[src/cal_pkg.sv]
// ----------------------------------------------------------------------------
// cal_pkg: shared types and codes for the cursor array list
// Operation kinds, status codes, control state and cell control bundle.
// ----------------------------------------------------------------------------
`default_nettype none

package cal_pkg;

    // Operation kinds carried in the kind field
    localparam logic [2:0] KIND_CLEAR    = 3'd0;
    localparam logic [2:0] KIND_INSERT   = 3'd1;
    localparam logic [2:0] KIND_APPEND   = 3'd2;
    localparam logic [2:0] KIND_TO_START = 3'd3;
    localparam logic [2:0] KIND_TO_END   = 3'd4;
    localparam logic [2:0] KIND_BACK     = 3'd5;
    localparam logic [2:0] KIND_FORWARD  = 3'd6;
    localparam logic [2:0] KIND_MOVE     = 3'd7;

    // Result status codes
    localparam logic [1:0] STATUS_OK    = 2'd0;
    localparam logic [1:0] STATUS_FULL  = 2'd1;
    localparam logic [1:0] STATUS_RANGE = 2'd2;

    // Field widths of the transactions
    localparam int unsigned KIND_W   = 3;
    localparam int unsigned VALUE_W  = 32;
    localparam int unsigned POS_W    = 8;
    localparam int unsigned STATUS_W = 2;
    localparam int unsigned S_TDATA_W = 48;
    localparam int unsigned M_TDATA_W = 56;

    typedef enum logic [2:0] {
        ST_IDLE = 3'b001,
        ST_BUSY = 3'b010,
        ST_HOLD = 3'b100
    } state_t;

    // Per-cycle command broadcast along the cell row
    typedef struct packed {
        logic ins;    // shift the tail up and write at the cursor
        logic app;    // write at the end of the list
        logic rd_en;  // cursor lies below the length
    } cell_ctl_t;

endpackage

`default_nettype wire

[src/cal_cell.sv]
// ----------------------------------------------------------------------------
// cal_cell: one storage cell of the list row
// Holds one entry; takes its left neighbour on insert, new data at its slot.
// ----------------------------------------------------------------------------
`default_nettype none

module cal_cell #(
    parameter int unsigned IDX        = 0,
    parameter int unsigned CNT_W      = 8,
    parameter int unsigned DATA_WIDTH = 32
) (
    input  wire logic                  aclk,
    input  wire cal_pkg::cell_ctl_t    ctl,
    input  wire logic [CNT_W-1:0]      cursor,
    input  wire logic [CNT_W-1:0]      count,
    input  wire logic [DATA_WIDTH-1:0] wr_data,
    input  wire logic [DATA_WIDTH-1:0] left_data,
    output logic      [DATA_WIDTH-1:0] data,
    output logic      [DATA_WIDTH-1:0] rd_data
);

    localparam logic [CNT_W-1:0] MY_IDX = CNT_W'(IDX);

    logic [DATA_WIDTH-1:0] data_reg;
    logic [DATA_WIDTH-1:0] data_next;
    logic                  at_cursor;

    assign at_cursor = (cursor == MY_IDX);

    always_comb begin
        data_next = data_reg;
        if (ctl.ins) begin
            if (at_cursor) begin
                data_next = wr_data;
            end else if ((MY_IDX > cursor) && (MY_IDX <= count)) begin
                data_next = left_data;
            end
        end else if (ctl.app && (count == MY_IDX)) begin
            data_next = wr_data;
        end
    end

    always_ff @(posedge aclk) begin
        data_reg <= data_next;
    end

    assign data    = data_reg;
    // present the entry only when this cell sits under a valid cursor
    assign rd_data = (ctl.rd_en && at_cursor) ? data_reg : '0;

endmodule

`default_nettype wire

[config.mk]
export PLATFORM = sky130hd
export DESIGN_NAME = cal_cell
export DESIGN_NICKNAME = d
export VERILOG_FILES = /design/src/cal_pkg.sv /design/src/cal_cell.sv
export SDC_FILE = /design/constraint.sdc
export NUM_CORES = 1
export LEC_CHECK = 0
export BUFFER_PORTS_ARGS = -buffer_cell sky130_fd_sc_hd__buf_2
export CAP_MARGIN = 25
export CORE_MARGIN = 2
export CORE_UTILIZATION = 35
export CTS_BUF_LIST = sky130_fd_sc_hd__clkbuf_4 sky130_fd_sc_hd__clkbuf_8
export DETAILED_ROUTE_END_ITERATION = 12
export PLACE_DENSITY = 0.79
export SLEW_MARGIN = 20
export SYNTH_ARGS = -nofsm -noshare
export SYNTH_HDL_FRONTEND = slang
export SYNTH_SLANG_ARGS = --single-unit
[constraint.sdc]
create_clock -name aclk -period 2.35 [get_ports aclk]
set_input_delay 0.47 -clock aclk [delete_from_list [all_inputs] [get_ports aclk]]
set_output_delay 0.47 -clock aclk [all_outputs]
set_load 0.02 [all_outputs]
==> impl_metrics.py, run 1 <==
metrics = {
    "outcome": {
        "outcome": "complete, no violations",
    },
    "worst_setup_path": {
        "slowest_delay_ns": 0.55,
        "worst-path-buf-inv": 3,
        "arrival_time_of_data_at_the_critical_path_endpoint_ns": 1.80,
        "worstSetupStartpointType": "primary input",
        "crit_type": "in -> out",
        "total_number_of_cells_along_the_worst_setup_path": 6,
        "critical_path.endpoint_type": "output port",
        "timing.critical_path.cells": "buf_2, or4_4, nor3_4, buf_4, and2_1, buf_2",
        "critical_path.top_delay_family": "simple AND/OR/NAND/NOR gates",
        "critical-path-slowest-cell": "or4_4",
        "maximum_net_fanout_on_the_critical_path": 15,
        "critPathMostFrequentCell": "buf_2",
        "worst_ep_required_time_ns": 1.88,
    },
    "detailed_routing": {
        "drtAntennaViolNets": 0,
        "route.vias.total": 1468,
        "drt_pass1_iterations": 4,
        "post_drt_via_cell_ratio": 4.57,
        "detail_route.iter0.violations": 25,
        "detail_route.wl_per_cell_um": 13.1,
        "routed_wirelength_um": 4220,
        "detail_route.drc_violations": 0,
    },
    "sta": {
        "fin_crit_sh_pct": 96.6,
        "fin_hold_ws_ns": 0.481,
        "slew-limit-headroom_pct": 87.1,
        "layout_min_cycle_time_ns": 2.27,
        "rsz0062_at_grt": "no",
        "setup_tns_ns": 0,
        "worst_pin_slew_ns": 0.192,
        "hold_fails_final_rpt": 0,
        "timing_max_transition_violations_final": 0,
        "max_freq_mhz": 440,
        "setup-violations-final": 0,
    },
    "logic_synthesis": {
        "synth-seq-cells": 32,
        "synth.distinct_cells": 14,
        "avgSynthCellArea_um2": 14.8,
        "synthesis.area_mm2": 0.00166,
        "syn_inst": 112,
        "synth.yosys.seq_area_share_pct": 57.9,
        "syn_nets": 196,
        "ys_warn_count": 0,
    },
    "grt": {
        "number_of_antenna_violations_at_the_first_check_in_global_routing": 0,
        "grt_use_met2_pct": 28.7,
        "grtUsageTotal_pct": 15.6,
        "first_global_vias": 1321,
        "grt_use_met3_pct": 4.56,
        "met1_usage_pct": 17.2,
        "grt_pass1_wl_um": 6170,
        "global_route_layer_with_the_greatest_usage": "met2",
        "grt_start_max_net_pins": 33,
        "grt-ovfl-total": 0,
    },
    "clock_tree": {
        "cts-buffers-inserted": 5,
        "cts-htree-levels": 2,
        "postCtsSetupRepairBufs": 0,
        "tritoncts": "yes",
        "cts.sink_count": 32,
        "clk_path_buf_depth": 2,
        "postCtsHoldBufs": 0,
        "ctsRootBufferMaster": "clkbuf_8",
        "cts.repair.resized": 0,
        "clk_pin_slew_ns": 0.06,
    },
    "floorplanning": {
        "placeableCoreArea_mm2": 0.00466,
        "die_h_um": 72.9,
        "placement_rows": 25,
        "floorplan.die_area_mm2": 0.00531,
        "io_pins": 148,
        "die_w_um": 72.9,
        "floorplan.initialDensity_pct": 35.6,
    },
    "cells_and_area": {
        "antennaDiodeCount": 0,
        "largest_reg_flops": 32,
        "commonest_non_fill_non_tap_cells_in_the_layout": "147 x buf_2, 32 x and2_1, 32 x edfxtp_1",
        "design.final.nets": 350,
        "syn_to_final_growth_pct": 57.4,
        "mostFrequentLayoutCell": "buf_2",
        "layout-drive-gt1-share_pct": 71.5,
        "area_used_by_multi_input_combinational_logic_um2": 649,
        "area.sequential_um2": 961,
        "final.fill_count": 406,
    },
    "power": {
        "power.ir.vdd_worst_uv": 386,
        "totalPowerFinal_mw": 1.29,
        "leakage_component_of_the_power_nw": 1.28,
        "power-per-cell-area_mw_per_mm2": 494,
    },
    "min_path": {
        "timing.hold.worst_path_depth": 2,
        "hold_path_class": "in -> reg",
        "min-delay-start": "left_data[1]",
        "worst_hold_path.endpoint": "data[1]$_DFFE_PP_",
    },
    "run": {
        "cap_viol_max_count": 0,
    },
    "placement": {
        "post-dp-hpwl_um": 3460,
        "port_buffers": 147,
        "finalWeightedCongestion": 0.760,
    },
}
==> how the worst max path moves through the flow <==
stage / startpoint / to / slack [ns]
global placement: cursor[1] / data[0]$_DFFE_PP_ / 0.08
finish: cursor[1] / rd_data[20] / 0.08
CTS: cursor[1] / rd_data[10] / 0.06
floorplan: cursor[1] / data[0]$_DFFE_PP_ / 0.08
global route: cursor[1] / rd_data[9] / 0.006
detailed placement: cursor[1] / data[23]$_DFFE_PP_ / 0.05
==> synthesized netlist by cell type <==
library cell,instances,share of area [%]
edfxtp_1,32,58
nor3_4,1,0.98
nor2_1,1,0.23
or4_4,2,1.4
o21ai_4,1,0.98
and2_1,32,12
clkbuf_1,3,0.68
inv_1,1,0.23
mux2_1,6,4.1
and4b_1,1,0.60
a21o_1,1,0.45
buf_6,3,2.0
nor4_1,2,0.75
mux2_2,26,18
==> layout make-up <==
| class | instances | share of cell area (%) |
|---|---|---|
| Clock inverter | 2 | 1.34 |
| Timing Repair Buffer | 153 | 31.3 |
| Clock buffer | 6 | 2.92 |
| Tap cell | 54 | 2.59 |
| Sequential cell | 32 | 36.8 |
| Inverter | 1 | 0.144 |
| Multi-Input combinational cell | 73 | 24.9 |
==> stage by stage <==
| step | setup WS, ns | cell area (um2) | cells | utilization (%) |
|---|---|---|---|---|
| 2_1_floorplan | 0.0772 | 1660 | 112 | - |
| 3_3_place_gp | 0.0794 | 2500 | 313 | 53.6 |
| 3_5_place_dp | 0.0513 | 2500 | 313 | 53.6 |
| 4_1_cts | 0.0616 | 2610 | 321 | 56.0 |
| 5_1_grt | 0.00558 | 2610 | 321 | 56.0 |
| 6_report | 0.0789 | 2610 | 321 | 56.0 |
==> kinds of logic (layout without fill, tap and decap cells) <==
family / after synthesis / count (layout) / share of synthesized area, %
and+or+nand+nor: 39 / 39 / 16.0
muxes: 32 / 32 / 21.7
DFF: 32 / 32 / 57.9
buffers and inverters: 7 / 162 / 2.94
AOI/OAI and AO/OA: 2 / 2 / 1.43
==> layer usage <==
layer	part of all wire, %	vias to the layer above
met2	55	70
met3	6.2	2
met4	0.81	0
met1	38	679
li1	-	717
met5	0	-
==> power by group <==
part	switching, mW	internal, mW
logic	0.0479	0.0934
registers	0.000766	0.634
clock network	0.188	0.326
Note: power is estimated with default switching activity, not from simulation.
==> run 2: changes to the inputs <==
- GPL_TIMING_DRIVEN: default -> 0
==> impl_metrics.py, run 2 (synthesized netlist as in run 1, its figures left out) <==
metrics = {
    "cells_and_area": {
        "antennaDiodeCount": 0,
        "commonest_non_fill_non_tap_cells_in_the_layout": "114 x buf_2, 32 x edfxtp_1, 26 x mux2_2",
        "final.fill_count": 386,
        "layout-drive-gt1-share_pct": 76.8,
        "utilization_pct": 60.4,
        "syn_to_final_growth_pct": 69.6,
        "mostFrequentLayoutCell": "buf_2",
        "design.final.nets": 356,
        "largest_reg_flops": 32,
    },
    "worst_setup_path": {
        "critPathMostFrequentCell": "buf_6",
        "maximum_net_fanout_on_the_critical_path": 10,
        "critical_path.endpoint_type": "output port",
        "timing.critical_path.cells": "buf_6, or4_4, nor3_4, buf_6, buf_8, and2_1, buf_6",
        "crit_type": "in -> out",
        "slowest_delay_ns": 0.56,
        "critical-path-slowest-cell": "or4_4",
        "worst-path-buf-inv": 4,
        "worst_ep_required_time_ns": 1.88,
        "critical_path.top_delay_family": "simple AND/OR/NAND/NOR gates",
        "worstSetupStartpointType": "primary input",
        "arrival_time_of_data_at_the_critical_path_endpoint_ns": 1.90,
    },
    "grt": {
        "grtUsageTotal_pct": 16.7,
        "grt_start_max_net_pins": 33,
        "number_of_antenna_violations_at_the_first_check_in_global_routing": 0,
        "grt_pass1_wl_um": 6590,
        "grt-ovfl-total": 0,
        "first_global_vias": 1455,
    },
    "placement": {
        "port_buffers": 147,
        "finalWeightedCongestion": 0.801,
        "post-dp-hpwl_um": 3470,
    },
    "detailed_routing": {
        "drt_pass1_iterations": 3,
        "detail_route.iter0.violations": 22,
        "route.vias.total": 1507,
        "routed_wirelength_um": 4720,
        "post_drt_via_cell_ratio": 4.62,
        "drtAntennaViolNets": 0,
        "detail_route.wl_per_cell_um": 14.5,
        "detail_route.drc_violations": 0,
    },
    "min_path": {
        "hold_path_class": "in -> reg",
    },
    "power": {
        "power-per-cell-area_mw_per_mm2": 412,
        "power.ir.vdd_worst_uv": 277,
        "leakage_component_of_the_power_nw": 1.32,
        "totalPowerFinal_mw": 1.16,
    },
    "clock_tree": {
        "postCtsHoldBufs": 0,
        "tritoncts": "yes",
        "clk_path_buf_depth": 2,
        "ctsRootBufferMaster": "clkbuf_8",
        "cts.sink_count": 32,
        "clk_pin_slew_ns": 0.06,
        "cts-buffers-inserted": 5,
        "cts-htree-levels": 2,
    },
    "sta": {
        "setup-violations-final": 4,
        "fin_hold_ws_ns": 0.481,
        "final_critical_path_setup_slack_ns": -0.0169,
        "slew-limit-headroom_pct": 52.7,
        "hold_fails_final_rpt": 0,
        "rsz0062_at_grt": "yes",
        "max_freq_mhz": 422,
        "layout_min_cycle_time_ns": 2.37,
        "timing_max_transition_violations_final": 0,
        "worst_pin_slew_ns": 0.710,
        "fin_crit_sh_pct": 101,
    },
    "floorplanning": {
        "floorplan.initialDensity_pct": 35.6,
        "placeableCoreArea_mm2": 0.00466,
        "placement_rows": 25,
        "die_w_um": 72.9,
        "floorplan.die_area_mm2": 0.00531,
        "io_pins": 148,
        "die_h_um": 72.9,
    },
    "outcome": {
        "outcome": "complete, but fails checks",
        "failed_checks": "negative setup slack",
    },
    "run": {
        "cap_viol_max_count": 0,
    },
}
run 2: cell types whose count changed in the layout (fill, tap and decap cells not counted), sizes merged:
cell,delta
buf,+5
bufinv,-1
clkinv,+1
run 2: repair_timing:
item	4_1_cts	5_1_grt
pin swaps	2	11
setup endpoints to repair	30	32
cloned	1	0
endpoints found under the hold margin	0	0
resized for setup	25	53
buffers inserted	4	1
run 2: final timing paths:
path | from | end | slack, ns | depth (start not counted)
hold / removal | wr_data[5] | data[5]$_DFFE_PP_ | 0.48 | 2
setup / recovery | cursor[2] | rd_data[19] | -0.02 | 7
run 2: per-layer routing:
metal  global-route usage (%)  routed length [um]
met5                        0                   0
met4                     6.17                  69
met3                     3.18                 301
met2                     31.8                2630
met1                     18.1                1710
run 2: cell type report:
cell class | count | area (um2) | area share, %
plain buffers | 6 | 77.6 | 2.76
multi-input cells | 73 | 686 | 24.4
flip-flops and latches | 32 | 961 | 34.1
clock buffers | 5 | 68.8 | 2.45
well taps | 54 | 67.6 | 2.40
inverters | 1 | 3.75 | 0.133
clock inverters | 2 | 7.51 | 0.267
repair buffers | 153 | 942 | 33.5
run 2: power breakdown:
group,internal [mW],total (mW),switching [mW]
Clock,0.195,0.378,0.183
Sequential,0.634,0.635,0.000815
Combinational,0.0972,0.146,0.0489
Total,0.927,1.16,0.233
run 2: metrics by stage:
stage               instance area, um2  instances  setup WS (ns)  setup TNS, ns
finish                            2810        326        -0.0169        -0.0230
global route                      2810        326        -0.0702          -1.36
CTS                               2650        325         0.0108              0
detailed placement                2460        313         -0.280          -5.11
global placement                  2460        313         -0.285         -14.09
floorplan                         1660        112         0.0772              0
